### src/rtl/mcmr_pkg.sv
package mcmr_pkg;

  // Channel state codes
  typedef enum logic [1:0] {
    CH_IDLE = 2'd0,
    CH_BUSY = 2'd1,
    CH_COLL = 2'd2
  } chan_state_t;

  // Input command codes
  typedef enum logic [1:0] {
    CMD_EDGE         = 2'd0,
    CMD_TIMEOUT      = 2'd1,
    CMD_BACKOFF_DONE = 2'd2,
    CMD_CLEAR_BYTE   = 2'd3
  } cmd_t;

  localparam logic [15:0] THRESH_RESET = 16'd1000;

  // Monitor / receiver state
  typedef struct packed {
    chan_state_t chan;
    logic        prev_level;
    logic        cur_level;
    logic        edge_seen;
    logic        receiving;
    logic [15:0] last_edge_time;
    logic        backoff_running;
    logic [7:0]  byte_shift;
    logic [2:0]  bit_index;
  } mon_state_t;

  // One result beat
  typedef struct packed {
    logic [1:0]  channel_state;
    logic        backoff_start;
    logic [15:0] backoff_seed;
    logic        backoff_active;
    logic        bit_valid;
    logic        bit_value;
    logic        byte_valid;
    logic [7:0]  byte_value;
    logic        last;
  } rx_result_t;

endpackage

### src/rtl/mcmr_if.sv
// Event input channel
interface mcmr_in_if;
  logic        valid;
  logic        ready;
  logic [1:0]  cmd;
  logic        line_level;
  logic [15:0] timestamp;

  modport source (output valid, cmd, line_level, timestamp, input ready);
  modport sink   (input valid, cmd, line_level, timestamp, output ready);
endinterface

// Result output channel
interface mcmr_out_if;
  logic        valid;
  logic        ready;
  logic [1:0]  channel_state;
  logic        backoff_start;
  logic [15:0] backoff_seed;
  logic        backoff_active;
  logic        bit_valid;
  logic        bit_value;
  logic        byte_valid;
  logic [7:0]  byte_value;
  logic        last;

  modport source (output valid, channel_state, backoff_start, backoff_seed, backoff_active,
                  bit_valid, bit_value, byte_valid, byte_value, last, input ready);
  modport sink   (input valid, channel_state, backoff_start, backoff_seed, backoff_active,
                  bit_valid, bit_value, byte_valid, byte_value, last, output ready);
endinterface

### src/rtl/manchester_channel_monitor_rx_unit.sv
// Channel | Dir | Payload
// in_ch   | in  | cmd, line_level, timestamp
// out_ch  | out | channel_state, backoff flags/seed, bit, byte, last
// cfg_*   | in  | edge_spacing_threshold write
//
// One event per cycle while out_ch is ready: an input register feeds the
// event logic, whose results land in a two-entry output register. An
// edge yielding two bits takes two output beats; input stalls meanwhile.
// Events pass the input register, then the output register, to out_ch.
// rst_n is synchronous; state returns to busy, threshold to 1000.
module manchester_channel_monitor_rx_unit (
  input  logic          clk,
  input  logic          rst_n,
  input  logic          cfg_wr_en,
  input  logic [15:0]   cfg_wr_data,
  mcmr_in_if.sink       in_ch,
  mcmr_out_if.source    out_ch
);
  import mcmr_pkg::*;

  logic [15:0] thresh_r;
  mon_state_t  st_r;
  mon_state_t  st_nxt;
  logic        in_vld_r;
  cmd_t        cmd_r;
  logic        lvl_r;
  logic [15:0] ts_r;
  logic        o_vld_r;
  logic        o_pend_r;
  rx_result_t  res0_r;
  rx_result_t  res1_r;
  rx_result_t  new0;
  rx_result_t  new1;
  logic        two;
  logic        out_free;
  logic        advance;
  logic        in_fire;
  logic        out_fire;

  assign out_fire = o_vld_r & out_ch.ready;
  assign out_free = !o_vld_r || (out_ch.ready && !o_pend_r);
  assign advance  = in_vld_r & out_free;
  assign in_ch.ready = !in_vld_r || advance;
  assign in_fire  = in_ch.valid & in_ch.ready;

  mcmr_event_logic u_evt (
    .st_i         (st_r),
    .thresh_i     (thresh_r),
    .cmd_i        (cmd_r),
    .line_level_i (lvl_r),
    .timestamp_i  (ts_r),
    .st_o         (st_nxt),
    .res0_o       (new0),
    .res1_o       (new1),
    .two_o        (two)
  );

  // Threshold register
  always_ff @(posedge clk) begin
    if (!rst_n) begin
      thresh_r <= THRESH_RESET;
    end else if (cfg_wr_en) begin
      thresh_r <= cfg_wr_data;
    end
  end

  // Monitor state, updated when an event moves to the output
  always_ff @(posedge clk) begin
    if (!rst_n) begin
      st_r.chan            <= CH_BUSY;
      st_r.prev_level      <= 1'b1;
      st_r.cur_level       <= 1'b1;
      st_r.edge_seen       <= 1'b0;
      st_r.receiving       <= 1'b0;
      st_r.last_edge_time  <= '0;
      st_r.backoff_running <= 1'b0;
      st_r.byte_shift      <= '0;
      st_r.bit_index       <= '0;
    end else if (advance) begin
      st_r <= st_nxt;
    end
  end

  // Input register control
  always_ff @(posedge clk) begin
    if (!rst_n) begin
      in_vld_r <= 1'b0;
    end else if (in_ch.ready) begin
      in_vld_r <= in_ch.valid;
    end
  end

  // Input register payload
  always_ff @(posedge clk) begin
    if (in_fire) begin
      cmd_r <= cmd_t'(in_ch.cmd);
      lvl_r <= in_ch.line_level;
      ts_r  <= in_ch.timestamp;
    end
  end

  // Output register control
  always_ff @(posedge clk) begin
    if (!rst_n) begin
      o_vld_r  <= 1'b0;
      o_pend_r <= 1'b0;
    end else if (advance) begin
      o_vld_r  <= 1'b1;
      o_pend_r <= two;
    end else if (out_fire) begin
      if (o_pend_r) begin
        o_pend_r <= 1'b0;
      end else begin
        o_vld_r <= 1'b0;
      end
    end
  end

  // Output register payload
  always_ff @(posedge clk) begin
    if (advance) begin
      res0_r <= new0;
      res1_r <= new1;
    end else if (out_fire && o_pend_r) begin
      res0_r <= res1_r;
    end
  end

  assign out_ch.valid          = o_vld_r;
  assign out_ch.channel_state  = res0_r.channel_state;
  assign out_ch.backoff_start  = res0_r.backoff_start;
  assign out_ch.backoff_seed   = res0_r.backoff_seed;
  assign out_ch.backoff_active = res0_r.backoff_active;
  assign out_ch.bit_valid      = res0_r.bit_valid;
  assign out_ch.bit_value      = res0_r.bit_value;
  assign out_ch.byte_valid     = res0_r.byte_valid;
  assign out_ch.byte_value     = res0_r.byte_value;
  assign out_ch.last           = res0_r.last;

endmodule

### src/rtl/mcmr_event_logic.sv
module mcmr_event_logic (
  input  mcmr_pkg::mon_state_t st_i,
  input  logic [15:0]          thresh_i,
  input  mcmr_pkg::cmd_t       cmd_i,
  input  logic                 line_level_i,
  input  logic [15:0]          timestamp_i,
  output mcmr_pkg::mon_state_t st_o,
  output mcmr_pkg::rx_result_t res0_o,
  output mcmr_pkg::rx_result_t res1_o,
  output logic                 two_o
);
  import mcmr_pkg::*;

  mon_state_t  st;
  logic        bstart;
  logic [15:0] seed;
  logic        zero_bit;
  logic        level_bit;
  logic [15:0] delta;
  logic        has_a;
  logic        bit_a;
  logic [7:0]  shift_a;
  logic [2:0]  idx_a;
  logic [7:0]  shift_b;
  logic [2:0]  idx_b;

  assign delta = timestamp_i - st_i.last_edge_time;

  // Channel state and reception control
  always_comb begin
    st        = st_i;
    bstart    = 1'b0;
    seed      = '0;
    zero_bit  = 1'b0;
    level_bit = 1'b0;
    case (cmd_i)
      CMD_EDGE: begin
        st.prev_level = st_i.cur_level;
        st.cur_level  = line_level_i;
        st.edge_seen  = 1'b1;
        st.chan       = CH_BUSY;
        case (st_i.chan)
          CH_COLL: begin
            st.backoff_running = 1'b1;
            bstart             = 1'b1;
            seed               = timestamp_i;
          end
          CH_IDLE: begin
            // falling edge on an idle line opens a frame
            if (st_i.cur_level && !line_level_i) st.receiving = 1'b1;
          end
          default: ;
        endcase
        if (st.receiving) begin
          zero_bit = (line_level_i == st_i.cur_level);
          if (delta >= thresh_i) begin
            level_bit         = 1'b1;
            st.last_edge_time = timestamp_i;
          end
        end
      end
      CMD_TIMEOUT: begin
        // quiet period ends reception; line level tells idle from collision
        if (!st_i.edge_seen && st_i.chan != CH_IDLE && st_i.chan != CH_COLL) begin
          st.receiving = 1'b0;
          st.chan      = line_level_i ? CH_IDLE : CH_COLL;
        end
        st.edge_seen = 1'b0;
      end
      CMD_BACKOFF_DONE: begin
        st.backoff_running = 1'b0;
      end
      default: begin
        st.byte_shift = '0;
        st.bit_index  = '0;
      end
    endcase
  end

  // Bit packing: inserted zero bit goes first, level bit second
  always_comb begin
    has_a   = zero_bit | level_bit;
    bit_a   = zero_bit ? 1'b0 : line_level_i;
    shift_a = has_a ? {st.byte_shift[6:0], bit_a} : st.byte_shift;
    idx_a   = has_a ? st.bit_index + 3'd1 : st.bit_index;
    shift_b = {shift_a[6:0], line_level_i};
    idx_b   = idx_a + 3'd1;

    res0_o.channel_state  = st.chan;
    res0_o.backoff_start  = bstart;
    res0_o.backoff_seed   = seed;
    res0_o.backoff_active = st.backoff_running;
    res0_o.bit_valid      = has_a;
    res0_o.bit_value      = has_a & bit_a;
    res0_o.byte_valid     = has_a && (idx_a == 3'd0);
    res0_o.byte_value     = (has_a && (idx_a == 3'd0)) ? shift_a : 8'd0;
    res0_o.last           = !two_o;

    res1_o                = res0_o;
    res1_o.bit_valid      = 1'b1;
    res1_o.bit_value      = line_level_i;
    res1_o.byte_valid     = (idx_b == 3'd0);
    res1_o.byte_value     = (idx_b == 3'd0) ? shift_b : 8'd0;
    res1_o.last           = 1'b1;

    st_o            = st;
    st_o.byte_shift = two_o ? shift_b : shift_a;
    st_o.bit_index  = two_o ? idx_b : idx_a;
  end

  assign two_o = zero_bit & level_bit;

endmodule
### src/flat_wrapper.sv
// flat-port wrapper written by rule: the top's interface ports become plain ports
module manchester_channel_monitor_rx_unit_flat import mcmr_pkg::*;
  (clk, rst_n, cfg_wr_en, cfg_wr_data, in_ch_valid, in_ch_cmd, in_ch_line_level, in_ch_timestamp, in_ch_ready, out_ch_valid, out_ch_channel_state, out_ch_backoff_start, out_ch_backoff_seed, out_ch_backoff_active, out_ch_bit_valid, out_ch_bit_value, out_ch_byte_valid, out_ch_byte_value, out_ch_last, out_ch_ready);
  mcmr_in_if in_ch_i ();
  mcmr_out_if out_ch_i ();
  input  logic clk;
  input  logic rst_n;
  input  logic cfg_wr_en;
  input  logic [15:0] cfg_wr_data;
  input wire logic [$bits(in_ch_i.valid)-1:0] in_ch_valid;
  input wire logic [$bits(in_ch_i.cmd)-1:0] in_ch_cmd;
  input wire logic [$bits(in_ch_i.line_level)-1:0] in_ch_line_level;
  input wire logic [$bits(in_ch_i.timestamp)-1:0] in_ch_timestamp;
  output wire logic [$bits(in_ch_i.ready)-1:0] in_ch_ready;
  output wire logic [$bits(out_ch_i.valid)-1:0] out_ch_valid;
  output wire logic [$bits(out_ch_i.channel_state)-1:0] out_ch_channel_state;
  output wire logic [$bits(out_ch_i.backoff_start)-1:0] out_ch_backoff_start;
  output wire logic [$bits(out_ch_i.backoff_seed)-1:0] out_ch_backoff_seed;
  output wire logic [$bits(out_ch_i.backoff_active)-1:0] out_ch_backoff_active;
  output wire logic [$bits(out_ch_i.bit_valid)-1:0] out_ch_bit_valid;
  output wire logic [$bits(out_ch_i.bit_value)-1:0] out_ch_bit_value;
  output wire logic [$bits(out_ch_i.byte_valid)-1:0] out_ch_byte_valid;
  output wire logic [$bits(out_ch_i.byte_value)-1:0] out_ch_byte_value;
  output wire logic [$bits(out_ch_i.last)-1:0] out_ch_last;
  input wire logic [$bits(out_ch_i.ready)-1:0] out_ch_ready;
  assign in_ch_i.valid = in_ch_valid;
  assign in_ch_i.cmd = in_ch_cmd;
  assign in_ch_i.line_level = in_ch_line_level;
  assign in_ch_i.timestamp = in_ch_timestamp;
  assign in_ch_ready = in_ch_i.ready;
  assign out_ch_valid = out_ch_i.valid;
  assign out_ch_channel_state = out_ch_i.channel_state;
  assign out_ch_backoff_start = out_ch_i.backoff_start;
  assign out_ch_backoff_seed = out_ch_i.backoff_seed;
  assign out_ch_backoff_active = out_ch_i.backoff_active;
  assign out_ch_bit_valid = out_ch_i.bit_valid;
  assign out_ch_bit_value = out_ch_i.bit_value;
  assign out_ch_byte_valid = out_ch_i.byte_valid;
  assign out_ch_byte_value = out_ch_i.byte_value;
  assign out_ch_last = out_ch_i.last;
  assign out_ch_i.ready = out_ch_ready;
  manchester_channel_monitor_rx_unit u_core (.clk(clk), .rst_n(rst_n), .cfg_wr_en(cfg_wr_en), .cfg_wr_data(cfg_wr_data), .in_ch(in_ch_i), .out_ch(out_ch_i));
endmodule
### config.mk
export PLATFORM = sky130hd
export DESIGN_NAME = manchester_channel_monitor_rx_unit_flat
export DESIGN_NICKNAME = d
export VERILOG_FILES = /design/src/rtl/mcmr_pkg.sv /design/src/rtl/mcmr_if.sv /design/src/rtl/manchester_channel_monitor_rx_unit.sv /design/src/rtl/mcmr_event_logic.sv /design/src/flat_wrapper.sv
export SDC_FILE = /design/constraint.sdc
export NUM_CORES = 1
export LEC_CHECK = 0
export ABC_AREA = 0
export BUFFER_PORTS_ARGS = -buffer_cell sky130_fd_sc_hd__buf_4
export CELL_PAD_IN_SITES_DETAIL_PLACEMENT = 0
export CELL_PAD_IN_SITES_GLOBAL_PLACEMENT = 1
export CORE_ASPECT_RATIO = 1.1
export CORE_MARGIN = 8
export CORE_UTILIZATION = 25
export DETAILED_ROUTE_END_ITERATION = 8
export PLACE_DENSITY_LB_ADDON = 0.1
export SYNTH_ARGS = -nofsm -noshare
export SYNTH_HDL_FRONTEND = slang
export SYNTH_SLANG_ARGS = --single-unit
### constraint.sdc
create_clock -name clk -period 5.3 [get_ports clk]
set_input_delay 0.265 -clock clk [delete_from_list [all_inputs] [get_ports clk]]
set_output_delay 0.265 -clock clk [all_outputs]
set_load 0.05 [all_outputs]
; Word-level counts from Yosys, hierarchy flattened
; Index checks and enable logic that the tools add are counted.
[word_totals]
ff_bits = 133
romBits = 0
input_bits = 40
memories = 0
word_cells = 109
latchBits = 0
ram_bits = 0
output_inout_bits = 34
[op_classes]
n_mux = 33
n_bitwise = 6
n_reduce_logical = 28
mul = 0
n_eq_ne = 7
add_sub_neg = 3
shift = 0
n_div = 0
n_lt_le_gt_ge = 1
[ops]
columns = op, count
row1 = $mux W32, 2
row2 = $mux W16, 2
row3 = $mux W8, 3
row4 = $mux W1, 18
row5 = $ge A16 B16 Y1, 1
row6 = $sub A16 B16 Y16, 1
row7 = $mux W11, 1
row8 = $pmux W2 S2, 2
row9 = $reduce_bool A2 Y1, 4
row10 = $add A3 B1 Y3 const B, 2
row11 = $logic_and A1 B1 Y1, 6
row12 = $logic_not A1 Y1, 6
row13 = $logic_not A3 Y1, 2
row14 = $mux W3, 2
row15 = $ne A2 B2 Y1 const B, 3
row16 = $reduce_and A2 Y1, 3
row17 = $and A1 B1 Y1, 5
row18 = $eq A2 B2 Y1 const B, 2
row19 = $logic_not A2 Y1, 2
row20 = $mux W2, 2
row21 = $reduce_and A4 Y1, 1
row22 = $reduce_and A3 Y1, 1
row23 = $reduce_or A3 Y1, 1
row24 = $eq A2 B1 Y1 const B, 1
row25 = other kinds (4), 5

; Longest topological paths before layout
; Gate-level depths: netlist (run 1).
[depth]
ltp_word = 13
depth_mapped = 22
ltp_nobuf = 22

; Hierarchy
; From an unflattened synthesis (run 1), not the netlist that was laid out.
[unflattened]
cells_unflattened = 724
hier_area_um2 = 7658.6
[by_module_without_submodules]
columns = mod, instances, seq_area_each_um2, cells_per_inst, area_each_um2
row1 = manchester_channel_monitor_rx_unit, 1, 3553.4, 336, 4994.8
row2 = mcmr_event_logic, 1, 0.0, 388, 2663.8

; Least setup slack after synthesis (run 1)
; No wires, ideal clock.
[synth_timing]
kind = flip-flop to flip-flop
startpoint = reg u_core.ts_r[1]
endpoint = reg u_core.res1_r[3] (netlist bit) (data pin)
required_time_ps = 5041
path_slack_ps = 665
path_stages_with_launch = 21
path_buffers = 0
synth_period_minus_slack_ps = 4635
setup_ps = 259
arrival_ps = 4376
path_cell_list = edfxtp_1 -> ha_1 -> nor2b_1 -> o31ai_1 -> a211oi_1 -> o31ai_1 -> o2111ai_1 -> a21oi_1 -> xnor2_1 -> ha_1 -> nand4_1 -> or2_1 -> or2_1 -> a211o_1 -> nand2_1 -> mux2i_1 -> inv_1 -> ha_1 -> ha_1 -> inv_1 -> nor2_1
[synth_lines]
columns = item, line
row1 = start: declaration, manchester_channel_monitor_rx_unit.sv:27  ; logic [15:0] ts_r;
row2 = start signal: assignment, manchester_channel_monitor_rx_unit.sv:98  ; ts_r <= in_ch.timestamp;
row3 = end signal: assignment, manchester_channel_monitor_rx_unit.sv:123  ; res1_r <= new1;
row4 = end: declaration, manchester_channel_monitor_rx_unit.sv:31  ; rx_result_t res1_r;

; Worst setup path after layout (run 1)
[layout_timing]
startpoint = reg u_core.ts_r[1]
endpoint = reg u_core.st_r[2] (netlist bit)
[layout_via]
elab_chain_cells = 9
word_cells_on_any_way = 10
cone_classes = 2 x add/sub / 1 x order compare / 5 x mux / 2 x bitwise
[layout_lines]
columns = item, line
row1 = $sub A16 B16 Y16 *, mcmr_event_logic.sv:27  ; assign delta = timestamp_i - st_i.last_edge_time;
row2 = $ge A16 B16 Y1 *, mcmr_event_logic.sv:56  ; if (delta >= thresh_i) begin
row3 = $mux W1 *, mcmr_event_logic.sv:56
row4 = $mux W1 *, mcmr_event_logic.sv:54  ; if (st.receiving) begin
row5 = $mux W1 *, mcmr_event_logic.sv:36  ; case (cmd_i)
row6 = $or A1 B1 Y1, mcmr_event_logic.sv:82  ; has_a = zero_bit | level_bit;
row7 = $mux W3, mcmr_event_logic.sv:85  ; idx_a = has_a ? st.bit_index + 3'd1 : st.bit_index;
row8 = $add A3 B1 Y3, mcmr_event_logic.sv:87  ; idx_b = idx_a + 3'd1;
row9 = $mux W3 *, mcmr_event_logic.sv:108  ; st_o.bit_index = two_o ? idx_b : idx_a;
row10 = end signal: assignment, manchester_channel_monitor_rx_unit.sv:80  ; st_r <= st_nxt;
row11 = end: declaration, manchester_channel_monitor_rx_unit.sv:22  ; mon_state_t st_r;
; Mark *: on every way between the ends. The rest lies on a longest branch, timed or not.
; A chain may end at the register's enable or synchronous reset.

==> results.ini, run 1 <==
[final_layout]
layout_common_cells=87 x buf_4, 81 x edfxtp_1, 60 x nor2_1
utilization=0.3201
nNetsFinal=759
num_antenna_cells=0
final_common_cell=buf_4
drive_above_1_share=0.2129
area_growth_pct=25.69
stdcell_count=1041

[logic_synthesis]
synth-async-reset-ratio=0
yosysUniqueCellTypes=59
ys.warnings.count=0
synth_seq_area_share=0.5398
ys_seq_elements=133
syn_avg_cell_area_sq_um=10.83
syn_area_sq_um=6435
synth-main-ff-cell=edfxtp_1
synthesis.nets=671
synth_enable_flop_cells=81
syn_inst=594

[sta]
finalMaxSlewViolations=0
final-hold-violation-count=0
fin_skew_ns=0.009551
whs_ns=0.02469
slew_headroom=0.3166
worstMarginPinSlew_ns=1.023
rsz0062_at_grt=false
clock.fmax_mhz=207.4
post-route-min-period_ns=4.821
setup_violations=0
fin_crit_sh=0.9096
timing.setup.tns_ns=0

[die]
fp.dieH_um=184.3
io_pins=74
die_x_um=169.0
coreArea_sq_um=25260
dieArea_sq_um=31140
num_rows=61
start_util=0.2547

[critical_path]
worstPathArrival_ns=5.09
critPathMaxFanout=4
cp-start-kind=flip-flop
crit_type=flip-flop to flip-flop
cp.required_ns=5.57
critPathCaptureType=flip-flop

[placed_design]
dp.final_hpwl_mm=11.28
gp_congestion=0.7769
port_buffers=73
dp.cells=1009

[global_routing]
grt_pass1_wl_mm=25.47
antenna_found_initial=0
track_usage=0.1044
grt_pass1_vias=4730
grt_overflow_total=0
grt_max_degree=38

[cts]
clkTransAtPathRegs_ns=0.06
tritoncts=done
htree_levels=4
hold_buffers=0
clock_path_buffers=2
postCtsSetupBuffers=0
cts.sink_count=133
clock_latency_ns=0.41
numCtsBuffers=17
ctsResizeCount=0
cts-root-buf=clkbuf_16

[routing]
wl_per_cell_um=15.20
drtIter0Drc=242
vias=4555
routed_wl_mm=15.83
drc=0
ant_nets=0
vias_per_cell=4.376
drt_first_pass_iters=7

[min_path]
hp-class=input pin to flip-flop

[power_and_ir_drop]
pwr_density_cell_nw_per_um2=335.4
ir_worst_vdd_uv=146.9
cellLeakagePower_nw=3.072

[run]
cap_violations=0

[status]
status=complete, no violations

## critical path, cell delays in order, from the launching register on
cell and delay [ns]:
edfxtp_1 0.43, ha_1 0.31, nor2b_1 0.14, o31ai_1 0.23, buf_4 0.18, a211oi_1 0.09
o31ai_1 0.26, buf_4 0.16, o2111ai_1 0.11, a21oi_1 0.18, xnor2_1 0.09, ha_1 0.30
nand4_1 0.13, or2_1 0.29, or2_1 0.24, a211o_1 0.26, nand2_1 0.19, mux2i_1 0.29
inv_1 0.08, ha_1 0.18, ha_1 0.27, a22oi_1 0.15, o22ai_1 0.10
## where the power goes
| part | internal (mW) | switching, mW | leakage [nW] | total (mW) |
|---|---|---|---|---|
| combinational | 0.114 | 0.184 | 1.59 | 0.298 |
| sequential | 1.14 | 0.0211 | 1.19 | 1.17 |
| clock | 0.800 | 0.450 | 0.296 | 1.25 |
## cell usage after synthesis (9+ instances only)
cell type	n	area share
ha_1	36	0.070
dfxtp_1	52	0.16
a21oi_1	19	0.015
xnor2_1	14	0.019
inv_1	49	0.029
edfxtp_1	81	0.38
o21ai_1	18	0.014
o21ai_0	17	0.013
nand3_1	11	0.0086
mux2_2	16	0.028
o211ai_1	9	0.010
and2_1	25	0.024
nand2_1	49	0.029
clkbuf_1	13	0.0076
nor2_1	61	0.036
mux2i_1	28	0.044
## final timing paths
| check | start | end | slack (ns) | cells past startpoint |
|---|---|---|---|---|
| worst min-delay path | in_ch_timestamp[8] | u_core.ts_r[8] | 0.02 | 1 |
| worst max register to register | u_core.ts_r[1] | u_core.st_r[2] | 0.48 | 22 |
| worst max-delay path | u_core.ts_r[1] | u_core.st_r[2] | 0.48 | 22 |
| worst min register to register | u_core.st_r[4] | u_core.st_r[4] | 0.47 | 2 |
## metal layers
metal / track usage / routed length [um] / up-vias
met5: 0 / 0 / -
met4: 0.03188 / 187 / 0
met3: 0.02910 / 625 / 17
met2: 0.1724 / 7515 / 71
met1: 0.1308 / 7501 / 2179
li1: - / - / 2288
## state kept, by name, indices dropped and copies added (netlist names), 2 cells and up
name	flops
u_core.out_ch.backoff_seed	16
u_core.st_r	33
u_core.res1_r	30
u_core.thresh_r	16
u_core.out_ch.byte_value	8
u_core.out_ch.channel_state	2
u_core.ts_r	16
u_core.cmd_r	2
## kinds of logic (layout without fill, tap and decap cells)
logic type	after synthesis	in the layout	share of synthesized area
multiplexers	44	44	0.07155
adder cells (fa/ha/maj)	37	37	0.07311
XOR/XNOR	15	15	0.02042
buffers and inverters	69	170	0.04161
AND/OR/NAND/NOR	180	180	0.1309
AO/OA/AOI/OAI	116	116	0.1227
flip-flops	133	133	0.5398
## metrics by stage
stage,setup WS (ns),instance area [sq um],power (mW)
floorplan,0.6652,6435,1.386
global placement,0.5484,7462,1.490
detailed placement,0.4074,7462,1.492
CTS,0.3895,8088,2.761
global route,0.04657,8088,2.834
finish,0.4791,8088,2.713
## final cells by class
class / instances / area (sq um)
Fill cell: 2606 / 17180
Tap cell: 346 / 432.9
Clock inverter: 12 / 178.9
Sequential cell: 133 / 3473
Clock buffer: 20 / 446.7
Multi-Input combinational cell: 392 / 2711
Timing Repair Buffer: 87 / 653.1
Inverter: 51 / 191.4
Power figures use the tool's default switching activity.
==> inputs of run 2 (changes only) <==
--- a/config.mk
+++ b/config.mk
@@ -13,6 +13,7 @@
 export CORE_MARGIN = 8
 export CORE_UTILIZATION = 25
 export DETAILED_ROUTE_END_ITERATION = 8
+export GPL_TIMING_DRIVEN = 0
 export PLACE_DENSITY_LB_ADDON = 0.1
 export SYNTH_ARGS = -nofsm -noshare
 export SYNTH_HDL_FRONTEND = slang
==> results.ini, run 2 (synthesized netlist as in run 1, its figures left out) <==
[die]
dieArea_sq_um=31140
die_x_um=169.0
num_rows=61
io_pins=74
coreArea_sq_um=25260
fp.dieH_um=184.3
start_util=0.2547

[placed_design]
gp_congestion=0.7645
port_buffers=72
dpl_cell_area_sq_um=7513
place_ws_ns=-0.5101
dp.final_hpwl_mm=12.13

[critical_path]
critPathCaptureType=flip-flop
worst_path_max_delay_cell=edfxtp_1
cp-start-kind=flip-flop
slowest_delay_ns=0.44
cp_cell_sequence=ha_1 > nor2b_1 > o31ai_4 > a211oi_1 > o31ai_2 > o2111ai_1 > a21oi_1 > xnor2_1 > ha_1 > nand4_1 > or2_1 > or2_1 > a211o_2 > nand2_2 > mux2i_2 > inv_1 > ha_1 > ha_1 > inv_2 > nor2_1
critPathMaxFanout=8
worstPathArrival_ns=5.15
cp.required_ns=5.47
crit_type=flip-flop to flip-flop
ff2ff_path_depth=20
worst_path_most_repeated_cell=ha_1

[final_layout]
largest_reg_flops=33
top_register=u_core.st_r
nNetsFinal=774
num_antenna_cells=0
fillCellCount=2562
drive_above_1_share=0.2070
seq_area_sq_um=3473
multi_input_area_sq_um=2760
final_common_cell=edfxtp_1
top_regs=u_core.st_r: 33 flops, u_core.res1_r: 30 flops
layout_common_cells=81 x edfxtp_1, 73 x buf_4, 60 x nor2_1
fin_area_sq_um=8351
area_growth_pct=29.77

[power_and_ir_drop]
cellLeakagePower_nw=3.158
pwr_density_cell_nw_per_um2=352.2
p_sw_frac=0.2324
seq_power_share=0.396
pwr-share-clk=0.497
p_comb_frac=0.107
power_switching_mw=0.6835
intPower_mw=2.257
ir_worst_vdd_uv=160.9

[routing]
drtIter0Drc=215
vias_per_cell=4.376
drc=0
ant_nets=0
routed_wl_mm=16.30
drt_first_pass_iters=4
wl_per_cell_um=15.44
vias=4621

[global_routing]
grt_pass1_wl_mm=26.36
grt_pass1_vias=4836
grt_overflow_total=0
grt_max_degree=35
track_usage=0.1091
antenna_found_initial=0

[cts]
htree_levels=4
cts.sink_count=133
tritoncts=done
clkTransAtPathRegs_ns=0.06
clock_path_buffers=2
clock_latency_ns=0.42
numCtsBuffers=17
cts-root-buf=clkbuf_16

[min_path]
hp-class=input pin to flip-flop
min_path_cells=1

[sta]
fin_skew_ns=0.009821
setup_violations=0
slew_headroom=0.4341
fin_crit_sh=0.9403
setup_ws_ns=0.3166
post-route-min-period_ns=4.983
finalMaxSlewViolations=0
worstMarginPinSlew_ns=0.8419
clock.fmax_mhz=200.7
final-hold-violation-count=0

[run]
cap_violations=0

[status]
status=complete, no violations

## run 2: power by group through the flow
stage	Sequential [mW]	Clock, mW	Combinational, mW
3_3_place_gp	1.19	0	0.301
5_1_grt	1.17	1.54	0.351
4_1_cts	1.16	1.50	0.319
3_5_place_dp	1.19	0	0.312
2_1_floorplan	1.22	0	0.162
6_report	1.16	1.46	0.316
## run 2: per-layer routing
metal | wire length (um) | global-route usage | vias up
met5 | 0 | 0 | -
met4 | 236 | 0.03755 | 0
met3 | 705 | 0.02953 | 19
met2 | 7791 | 0.1819 | 92
met1 | 7571 | 0.1343 | 2183
li1 | - | - | 2327
## run 2: worst paths after layout
kind | slack, ns | end | start
max | 0.32 | u_core.res1_r[3] | u_core.ts_r[1]
min | 0.02 | u_core.lvl_r | in_ch_line_level
max reg2reg | 0.32 | u_core.res1_r[3] | u_core.ts_r[1]
min reg2reg | 0.47 | u_core.st_r[4] | u_core.st_r[4]
## run 2: final cells by class
class / instances / share of cell area
Sequential cell: 133 / 0.4159
Tap cell: 346 / 0.05184
Inverter: 51 / 0.02292
Multi-Input combinational cell: 392 / 0.3305
Buffer: 18 / 0.009290
Clock inverter: 13 / 0.03296
Timing Repair Buffer: 84 / 0.08346
Clock buffer: 19 / 0.05304
## run 2: what timing repair did
action	CTS	global route
setup buffers	0	1
setup endpoints to repair	20	17
hold endpoints to repair	6	1
resized for setup	5	5
hold buffers	6	1
pin swaps	1	2
cloned	0	0
## run 2: through the flow
stage / hold slack [ns] / std cells / util / power [mW] / setup TNS [ns]
global placement: 0.4444 / 1012 / 0.2932 / 1.489 / -6.220
floorplan: 0.3639 / 594 / - / 1.386 / 0
global route: 0.001631 / 1056 / 0.3305 / 3.057 / -0.009354
detailed placement: 0.4443 / 1016 / 0.2974 / 1.498 / -7.384
finish: 0.02110 / 1056 / 0.3305 / 2.941 / 0
CTS: 0.0006558 / 1054 / 0.3290 / 2.983 / 0
## run 2: worst max-delay path: cells and delay by family, from the launching register on
family,cells,cell delay [ns]
flops,1,0.44
buf+inv,2,0.22
mux,1,0.28
compound gates,6,1.60
xor+xnor,1,0.11
fa+ha+maj,4,1.01
simple gates,6,1.07
==> inputs of run 3 (changes only) <==
--- a/config.mk
+++ b/config.mk
@@ -5,7 +5,7 @@
 export SDC_FILE = /design/constraint.sdc
 export NUM_CORES = 1
 export LEC_CHECK = 0
-export ABC_AREA = 0
+export ABC_AREA = 1
 export BUFFER_PORTS_ARGS = -buffer_cell sky130_fd_sc_hd__buf_4
 export CELL_PAD_IN_SITES_DETAIL_PLACEMENT = 0
 export CELL_PAD_IN_SITES_GLOBAL_PLACEMENT = 1
@@ -13,6 +13,7 @@
 export CORE_MARGIN = 8
 export CORE_UTILIZATION = 25
 export DETAILED_ROUTE_END_ITERATION = 8
+export GPL_ROUTABILITY_DRIVEN = 0
 export GPL_TIMING_DRIVEN = 0
 export PLACE_DENSITY_LB_ADDON = 0.1
 export SYNTH_ARGS = -nofsm -noshare
==> results.ini, run 3 <==
[logic_synthesis]
synth_area_leaders=edfxtp_1 37%, dfxtp_1 16%, nand2_1 11%
synthesis.nets=825
yosysTopAreaCellShare=0.3662
syn_inst=748
ys_seq_elements=133
synth-async-reset-ratio=0
syn_avg_cell_area_sq_um=8.879
syn_area_sq_um=6641
yosysUniqueCellTypes=42
synth.most_common_cell=nand2_1
synth.top_cells.by_count=199 x nand2_1, 88 x inv_1, 81 x edfxtp_1
synth-main-ff-cell=edfxtp_1
yosysTopAreaCell=edfxtp_1
synth_seq_area_share=0.5230
ys.warnings.count=0
synth_enable_flop_cells=81

[sta]
fin_skew_ns=0.008927
post-route-min-period_ns=4.455
whs_ns=0.02660
fin_crit_sh=0.8406
clock.fmax_mhz=224.5
timing.setup.tns_ns=0
rsz0062_at_grt=false
setup_violations=0
slew_headroom=0.4077
final-hold-violation-count=0
finalMaxSlewViolations=0
worstMarginPinSlew_ns=0.8874

[placed_design]
dp.cells=1174
port_buffers=73
dp.final_hpwl_mm=13.56
dpl_cell_area_sq_um=7669

[global_routing]
grt_use_met1=0.1549
use_met2=0.1785
track_usage=0.1153
grt_pass1_vias=5193
antenna_found_initial=0
grt_max_degree=40
use_met3=0.02850
grt_pass1_wl_mm=28.61
grt_overflow_total=0
top_usage_layer=met2

[cts]
cts-root-buf=clkbuf_16
clock_latency_ns=0.43
cts.sink_count=133
hold_buffers=5
ctsResizeCount=0
tritoncts=done
postCtsSetupBuffers=0
numCtsBuffers=17
htree_levels=4
clkTransAtPathRegs_ns=0.07
clock_path_buffers=2

[final_layout]
fin_area_sq_um=8368
area_growth_pct=26.00
final_common_cell=nand2_1
nNetsFinal=925
num_antenna_cells=0
top_register=u_core.st_r
drive_above_1_share=0.1835
layout_common_cells=199 x nand2_1, 88 x inv_1, 81 x edfxtp_1
multi_input_area_sq_um=2695
seq_area_sq_um=3473
top_regs=u_core.st_r: 33 flops, u_core.res1_r: 30 flops
stdcell_count=1213
largest_reg_flops=33
fillCellCount=2747

[critical_path]
slowest_delay_ns=0.43
worstPathArrival_ns=4.70
critPathMaxFanout=10
worst_path_max_delay_cell=fa_1
worst_path_most_repeated_cell=ha_1
cp-start-kind=flip-flop
critPathCaptureType=flip-flop
crit_buf_inv=3
cp.required_ns=5.54
cp_cell_sequence=inv_1 > ha_1 > fa_1 > nand3b_1 > nand2_1 > nand4_1 > nand3_1 > a21oi_1 > nor2_1 > nor2_1 > xor2_1 > ha_1 > nand4_1 > a21oi_1 > nor2_2 > nand3_4 > nand2_4 > buf_6 > nand2_2 > nand2_2 > ha_1 > ha_1 > inv_1 > a21oi_1
crit_type=flip-flop to flip-flop
crit_family=simple AND/OR/NAND/NOR gates

[power_and_ir_drop]
p_comb_frac=0.121
pwr-share-clk=0.459
cellLeakagePower_nw=3.634
power_switching_mw=0.7827
pwr_density_cell_nw_per_um2=330.6
ir_worst_vdd_uv=198.0
seq_power_share=0.420
intPower_mw=1.984
p_sw_frac=0.2829

[routing]
drc=0
vias=5178
routed_wl_mm=18.00
wl_per_cell_um=14.84
ant_nets=0
drt_first_pass_iters=5
vias_per_cell=4.269
drtIter0Drc=346

[die]
start_util=0.2540
num_rows=62
coreArea_sq_um=26140
die_x_um=171.4
io_pins=74
dieArea_sq_um=32040
fp.dieH_um=186.9

[run]
cap_violations=0

[min_path]
hp-class=input pin to flip-flop

[status]
status=complete, no violations

## run 3: final timing paths
kind | start | endpoint | slack, ns | cells after the start
setup / recovery | u_core.ts_r[0] | u_core.res1_r[8] | 0.84 | 24
setup reg to reg | u_core.ts_r[0] | u_core.res1_r[8] | 0.84 | 24
hold / removal | in_ch_timestamp[12] | u_core.ts_r[12] | 0.03 | 1
hold reg to reg | u_core.st_r[15] | u_core.st_r[15] | 0.46 | 2
## run 3: metrics by stage
stage	worst slack, ns	util	total power [mW]
after floorplan	1.690	-	1.400
after global placement	0.8096	0.2919	1.515
after detailed placement	0.8194	0.2933	1.521
after CTS	0.8087	0.3193	2.813
after global routing	0.5094	0.3201	2.891
final	0.8448	0.3201	2.766
## run 3: routing by layer
metal / up-vias / part of all wire
met5: - / 0
met2: 109 / 0.44
li1: 2683 / -
met4: 0 / 0.013
met1: 2364 / 0.50
met3: 22 / 0.042
## run 3: cell type report
class | instances | share of cell area
inverter | 94 | 0.04217
sequential | 133 | 0.4151
tap | 352 | 0.05263
timing repair buffer | 81 | 0.07715
multi-input combinational | 498 | 0.3221
clock buffer | 17 | 0.05084
clock inverter | 15 | 0.02437
buffer | 23 | 0.01570
## run 3: kinds of logic (layout without fill, tap and decap cells)
kind of cell    after synthesis  after routing  synth area share
flops                       133            133            0.5230
simple gates                320            320            0.2110
xor+xnor                     16             16           0.02110
fa+ha+maj                    37             37           0.07084
buf+inv                     117            230           0.07291
compound gates              124            124           0.09966
mux                           1              1          0.001507
## run 3: power groups by stage
stage / combinational (mW) / clock, mW / sequential, mW
finish: 0.335 / 1.27 / 1.16
global route: 0.374 / 1.35 / 1.17
CTS: 0.341 / 1.31 / 1.16
detailed placement: 0.336 / 0 / 1.18
global placement: 0.330 / 0 / 1.18
floorplan: 0.179 / 0 / 1.22
